File: src/rtl/swm_pkg.sv
// Shared widths, defaults, ring entry type and controller/datapath interface structs.
package swm_pkg;

    // Field widths.
    localparam int SAMPLE_W = 32;
    localparam int STAMP_W  = 8;
    localparam int WLEN_W   = 8;

    // Defaults.
    localparam int           RING_DEPTH_DEF = 128;
    localparam logic [7:0]   WLEN_RESET     = 8'd3;

    // One ring entry: a stored minimum and the sample count at which it expires.
    typedef struct packed {
        logic signed [SAMPLE_W-1:0] value;
        logic [STAMP_W-1:0]         expiry;
    } t_entry;

    // Commands from the controller to the datapath.
    typedef struct packed {
        logic load_in;     // latch the accepted word and its expiry stamp
        logic first;       // first sample: ring becomes a single entry in slot 0
        logic replace;     // sample replaces the head and becomes the only entry
        logic head_adv;    // drop the expired head, read the next one
        logic load_cache;  // refresh the head copy from the read data
        logic walk_start;  // begin the tail walk at the tail
        logic walk_step;   // step the walk back by one entry
        logic append;      // write the sample after the tail, or where the walk stops
        logic app_walk;    // append position comes from the walk
        logic out_load;    // load the output register with the head value
    } t_cmd;

    // Status from the datapath to the controller.
    typedef struct packed {
        logic started;
        logic expired;
        logic head_eq_tail;
        logic le_head;
        logic walk_lt;
        logic walk_prev_head;
        logic app_full;
        logic out_busy;
    } t_sts;

endpackage

File: src/rtl/swm_ctrl.sv
// Sequencer for one sample: expiry check, compare, tail walk and result hand-off.
module swm_ctrl (
    input  logic          i_clk,
    input  logic          i_rst_n,
    input  logic          i_sample_valid,
    output logic          o_sample_stall,
    input  swm_pkg::t_sts i_sts,
    output swm_pkg::t_cmd o_cmd
);

    localparam logic [2:0] S_IDLE = 3'd0;
    localparam logic [2:0] S_CHK  = 3'd1;
    localparam logic [2:0] S_HLD  = 3'd2;
    localparam logic [2:0] S_CMP  = 3'd3;
    localparam logic [2:0] S_WALK = 3'd4;
    localparam logic [2:0] S_FLD  = 3'd5;
    localparam logic [2:0] S_OUT  = 3'd6;

    logic [2:0] r_state;
    logic [2:0] n_state;

    assign o_sample_stall = (r_state != S_IDLE);

    // Next state and commands.
    always_comb begin
        n_state = r_state;
        o_cmd   = '0;
        o_cmd.app_walk = (r_state == S_WALK);
        case (r_state)
            S_IDLE: begin
                if (i_sample_valid) begin
                    o_cmd.load_in = 1'b1;
                    n_state = S_CHK;
                end
            end
            S_CHK, S_CMP: begin
                if ((r_state == S_CHK) && !i_sts.started) begin
                    o_cmd.first = 1'b1;
                    n_state = S_OUT;
                end else if ((r_state == S_CHK) && i_sts.expired) begin
                    if (i_sts.head_eq_tail) begin
                        o_cmd.replace = 1'b1;
                        n_state = S_OUT;
                    end else begin
                        o_cmd.head_adv = 1'b1;
                        n_state = S_HLD;
                    end
                end else if (i_sts.le_head) begin
                    o_cmd.replace = 1'b1;
                    n_state = S_OUT;
                end else if (i_sts.head_eq_tail) begin
                    o_cmd.append = 1'b1;
                    n_state = i_sts.app_full ? S_FLD : S_OUT;
                end else begin
                    o_cmd.walk_start = 1'b1;
                    n_state = S_WALK;
                end
            end
            S_HLD: begin
                o_cmd.load_cache = 1'b1;
                n_state = S_CMP;
            end
            S_WALK: begin
                if (i_sts.walk_lt || i_sts.walk_prev_head) begin
                    o_cmd.append = 1'b1;
                    n_state = i_sts.app_full ? S_FLD : S_OUT;
                end else begin
                    o_cmd.walk_step = 1'b1;
                end
            end
            S_FLD: begin
                o_cmd.load_cache = 1'b1;
                n_state = S_OUT;
            end
            S_OUT: begin
                if (!i_sts.out_busy) begin
                    o_cmd.out_load = 1'b1;
                    n_state = S_IDLE;
                end
            end
            default: begin
                n_state = S_IDLE;
            end
        endcase
    end

    // State register.
    always_ff @(posedge i_clk) begin
        if (!i_rst_n) begin
            r_state <= S_IDLE;
        end else begin
            r_state <= n_state;
        end
    end

endmodule

File: config.mk
export PLATFORM = sky130hd
export DESIGN_NAME = swm_ctrl
export DESIGN_NICKNAME = d
export VERILOG_FILES = /design/src/rtl/swm_pkg.sv /design/src/rtl/swm_ctrl.sv
export SDC_FILE = /design/constraint.sdc
export NUM_CORES = 1
export LEC_CHECK = 0
export BUFFER_PORTS_ARGS = -buffer_cell sky130_fd_sc_hd__buf_2
export CORE_AREA = 5 5 42 44
export CTS_BUF_LIST = sky130_fd_sc_hd__clkbuf_4
export CTS_CLUSTER_SIZE = 10
export DETAILED_ROUTE_END_ITERATION = 6
export DIE_AREA = 0 0 47 49
export GPL_ROUTABILITY_DRIVEN = 1
export SLEW_MARGIN = 20
export SYNTH_ARGS = -nofsm -noshare
export SYNTH_HDL_FRONTEND = slang
export SYNTH_SLANG_ARGS = --single-unit
export TNS_END_PERCENT = 10
File: constraint.sdc
create_clock -name i_clk -period 1.1 [get_ports i_clk]
set_input_delay 0.055 -clock i_clk [delete_from_list [all_inputs] [get_ports i_clk]]
set_output_delay 0.055 -clock i_clk [all_outputs]
set_load 0.03 [all_outputs]
* Yosys cells after proc, flatten, opt, wreduce, memory -nomap -nowiden
Index checks and enable logic that the tools add are counted.
** Storage, ports and cells
- Register bits :: 3
- Latch bits :: 0
- Memory bits (writable) :: 0
- Bits in read-only memories :: 0
- Input port bits :: 11
- Output and inout port bits :: 11
- Word-level logic and storage cells :: 53
- Memories :: 0
** Cells by class
- Add/sub/neg operators :: 0
- $mul :: 0
- Divide/modulo/power cells :: 0
- Order comparisons :: 0
- Equality and inequality tests :: 9
- Shift-type cells :: 0
- Muxes and demuxes :: 34
- Bitwise logic cells :: 0
- Reductions and logical operators :: 9
** Operators with widths (count)
- 3-bit 2-to-1 mux :: 8
- 1-bit 2-to-1 mux :: 21
- 3-bit case mux with 6 select lines :: 1
- 3-bit equality test, second input constant :: 3
- 3-bit by 2-bit equality test with 1-bit output, second input constant :: 2
- 2-bit 2-to-1 mux :: 3
- 2-bit != test, second input constant :: 2
- 2-bit OR reduction :: 2
- 3-bit by 1-bit equality test with 1-bit output, second input constant :: 1
- 3-bit zero test :: 1
- 3-bit AND reduction :: 1
- 3-bit nonzero test :: 1
- 1-bit logical AND :: 2
- 2-bit by 1-bit != test with 1-bit output, second input constant :: 1
- 1-bit case mux with 2 select lines :: 1
- 1-bit zero test :: 1
- 1-bit logical OR :: 1

* Logic depth before layout (Yosys ltp)
- Depth in word-level cells :: 6
- Depth in mapped cells :: 5
- Depth with buffers taken out :: 4

* Worst setup path after synthesis
OpenSTA, ideal clock, no wires.
- Path type :: reg2out
- Start point :: register r_state[2]
- End point :: output port o_cmd[0] (netlist bit)
- Data arrival time :: 1.325 ns
- Data required time :: 1.045 ns
- Path slack :: -0.280 ns
- Stages on the path, launching flop included :: 3
- Path buffers :: 0
- Cells stage by stage :: dfxtp_1 and2b_1 nor3b_1
** RTL lines
- from (decl) :: line swm_ctrl.sv:19 : logic [2:0] r_state;
- from (signal assigned) :: line swm_ctrl.sv:92 : r_state <= n_state;
- to (decl) :: line swm_ctrl.sv:8 : output swm_pkg::t_cmd o_cmd

==> flow_summary_export.csv <==
group,metric,value,unit
drt,drcViolationCount,0,
drt,drt-pass1-iter-count,3,
drt,viasPerCell,4.808,
logic_synthesis,synthCells,50,
power_and_ir_drop,ir_drop,1005,µV
clock_network,cts_tree,"yes",
logic_synthesis,synth_ff_type,"dfxtp_1",
worst_setup_path,crit_fanout,7,
clock_network,h-tree-depth,1,
timing,skew,2.408,ps
timing,drv_slew,0,
placed_design,dp_hpwl,871.1,µm
worst_setup_path,critPathRequiredTime,1040,ps
timing,timing.final.crit_share,114.9,%
logic_synthesis,synth-seq-cells,3,
cells_and_area,stdcell_count,99,
placed_design,port_buffers,21,
timing,setup_viol_count_final,12,
power_and_ir_drop,power_density,2328,mW/mm²
cells_and_area,syn2layout_area_growth,86.62,%
power_and_ir_drop,p_leak,0.3168,nW
worst_setup_path,cp_slowest_cell,"dfxtp_4",
logic_synthesis,syn_area,336.6,µm²
cells_and_area,drive_gt1_share,59.04,%
clock_network,cts_max_path_buffers,2,
timing,finalHoldViolCount,0,
logic_synthesis,ys_seq_area_share,17.84,%
placed_design,placed_cells_incl_taps,92,
clock_network,cts_hold_buf,0,
drt,post_drt_wl_per_cell,11.17,µm
cells_and_area,antenna_cells,0,
worst_setup_path,critPathLaunchType,"flop",
worst_setup_path,crit_chain,"nor2b_4 -> o211a_1 -> nand2_1 -> o21ai_1 -> buf_4",
floorplan,ioPinCount,22,
grt,antenna_found_initial,0,
timing,relSlewSlack,83.86,%
grt,grt_first_pass_wirelength,1.814,mm
worst_setup_path,cp-end-kind,"primary output",
placed_design,gp_congestion,0.7878,
logic_synthesis,synth_top_area_share,17.84,%
drt,vias,476,
placed_design,pre_cts_slack,-126.1,ps
worst_setup_path,r2r_slack,-60,ps
logic_synthesis,syn_nets,61,
timing,worstMarginPinSlew,238.3,ps
hold_path,holdCritPathClass,"input port to flop",
timing,fin_crit,1263,ps
timing,grt_setup_unrepaired,"true",
outcome,status,"finished with violations",
logic_synthesis,ys_async_sr_fraction,0,%
floorplan,die_h,49,µm
clock_network,clk_pin_slew,30,ps
logic_synthesis,syn_avg_cell_area,6.731,µm²
clock_network,root_buffer,"clkbuf_4",
grt,grt.total_usage,10.42,%
floorplan,initial_core_util,24.02,%
clock_network,clk_latency,230,ps
drt,detail-route-antenna-nets,0,
floorplan,rows,14,
cells_and_area,regMostFlops,"r_state",
worst_setup_path,crit_type,"flop to primary output",
flow_run,maxCapViolations,0,
logic_synthesis,synth_warnings,0,
timing,layout_setup_ws,-163.4,ps
cells_and_area,largest_reg_flops,3,
outcome,violations,"setup timing",
logic_synthesis,synth_edf_count,0,
grt,overflow,0,
logic_synthesis,synth_area_leaders,"dfxtp_1, nand2_1, nor3_1",
timing,fmax,0.7915,GHz
floorplan,die_x,47,µm
logic_synthesis,yosysUniqueCellTypes,26,
logic_synthesis,synth_top_area_cell,"dfxtp_1",
drt,drt_iter0_drc,11,
worst_setup_path,cp_num_buf_inv,1,
grt,grt_max_degree,9,
cells_and_area,num-nets-final,95,
clock_network,cts_made_buffers,3,
timing,fin_tns_setup,-1089,ps
worst_setup_path,critPathMaxStageDelay,380,ps
grt,first_global_vias,478,
drt,routed_wl,1.106,mm
clock_network,clock_sinks,3,
floorplan,die_area,0.002303,mm²
floorplan,core,0.001401,mm²
cells_and_area,largestRegisters,"r_state: 3 flops",
worst_setup_path,critical-path-top-delay-family,"flip-flops",
worst_setup_path,worstPathArrival,1210,ps
## per-layer routing
metal / vias to the layer above / part of all wire (%) / global-route usage (%) / routed length, µm
met2: 8 / 57 / 17.65 / 633
met5: - / 0 / 0 / 0
met1: 218 / 37 / 12.09 / 410
met4: 0 / 0 / 5.530 / 0
li1: 250 / - / - / -
met3: 0 / 5.7 / 1.107 / 63
## cells in the mapped netlist (2+ instances only)
cell / n
a21oi_1: 2
and2b_1: 2
dfxtp_1: 3
inv_1: 4
nand2_1: 6
nand4_1: 2
nor2_1: 5
nor3_1: 4
nor3b_1: 2
o21ai_0: 3
o21ai_1: 2
## area by class of cell
cell class / instances / area, µm²
clock buffers: 4 / 30.03
fillers: 156 / 773.2
inverters: 4 / 15.01
multi-input cells: 42 / 290.3
flip-flops and latches: 3 / 71.32
well taps: 16 / 20.02
repair buffers: 30 / 201.4
## per-stage QoR
step | total power [mW] | hold WS (ps) | cell area, µm² | utilization [%]
finish | 1.462 | 104.5 | 628.1 | 44.82
global placement | 1.045 | 352.2 | 504.2 | 35.98
CTS | 1.438 | 97.02 | 609.3 | 43.48
global route | 1.575 | 120.2 | 628.1 | 44.82
detailed placement | 1.044 | 353.5 | 504.2 | 35.98
floorplan | 0.7577 | 178.0 | 341.6 | -
## cell families (layout without fill, tap and decap cells)
logic type / after synthesis / count (layout) / synth area share [%]
compound gates: 14 / 14 / 29.74
simple gates: 28 / 28 / 45.73
buf+inv: 5 / 38 / 6.691
flops: 3 / 3 / 17.84
## placed cells by master (no fill, tap or decap), types with 2 or more instances in the layout
cell type and instances:
dfxtp_4 3, clkbuf_4 4, a21oi_1 2, nand2_1 5, o21ai_1 4, nand4_1 2, buf_4 18, nor3_1 2
nor3_2 3, nor2_2 2, nor2_1 3, buf_2 11, inv_1 3
## path summary, 6_finish.rpt
path                   start         end  cells past startpoint
setup / recovery  r_state[0]    o_cmd[2]                      5
hold / removal       i_rst_n  r_state[2]                      2
setup reg to reg  r_state[0]  r_state[1]                      4
hold reg to reg   r_state[2]  r_state[2]                      2
## what timing repair did
| item | CTS | global route |
|---|---|---|
| endpoints found under the setup margin | 13 | 13 |
| resized for setup | 24 | 5 |
| pin swaps | 3 | 4 |
| setup buffers | 2 | 1 |
## power breakdown
group          leakage, nW  switching (mW)  internal, mW
Combinational        0.272           0.523         0.466
Clock               0.0184          0.0544         0.160
Sequential          0.0267          0.0864         0.172
Total                0.317           0.664         0.798
Power figures use the tool's default switching activity.
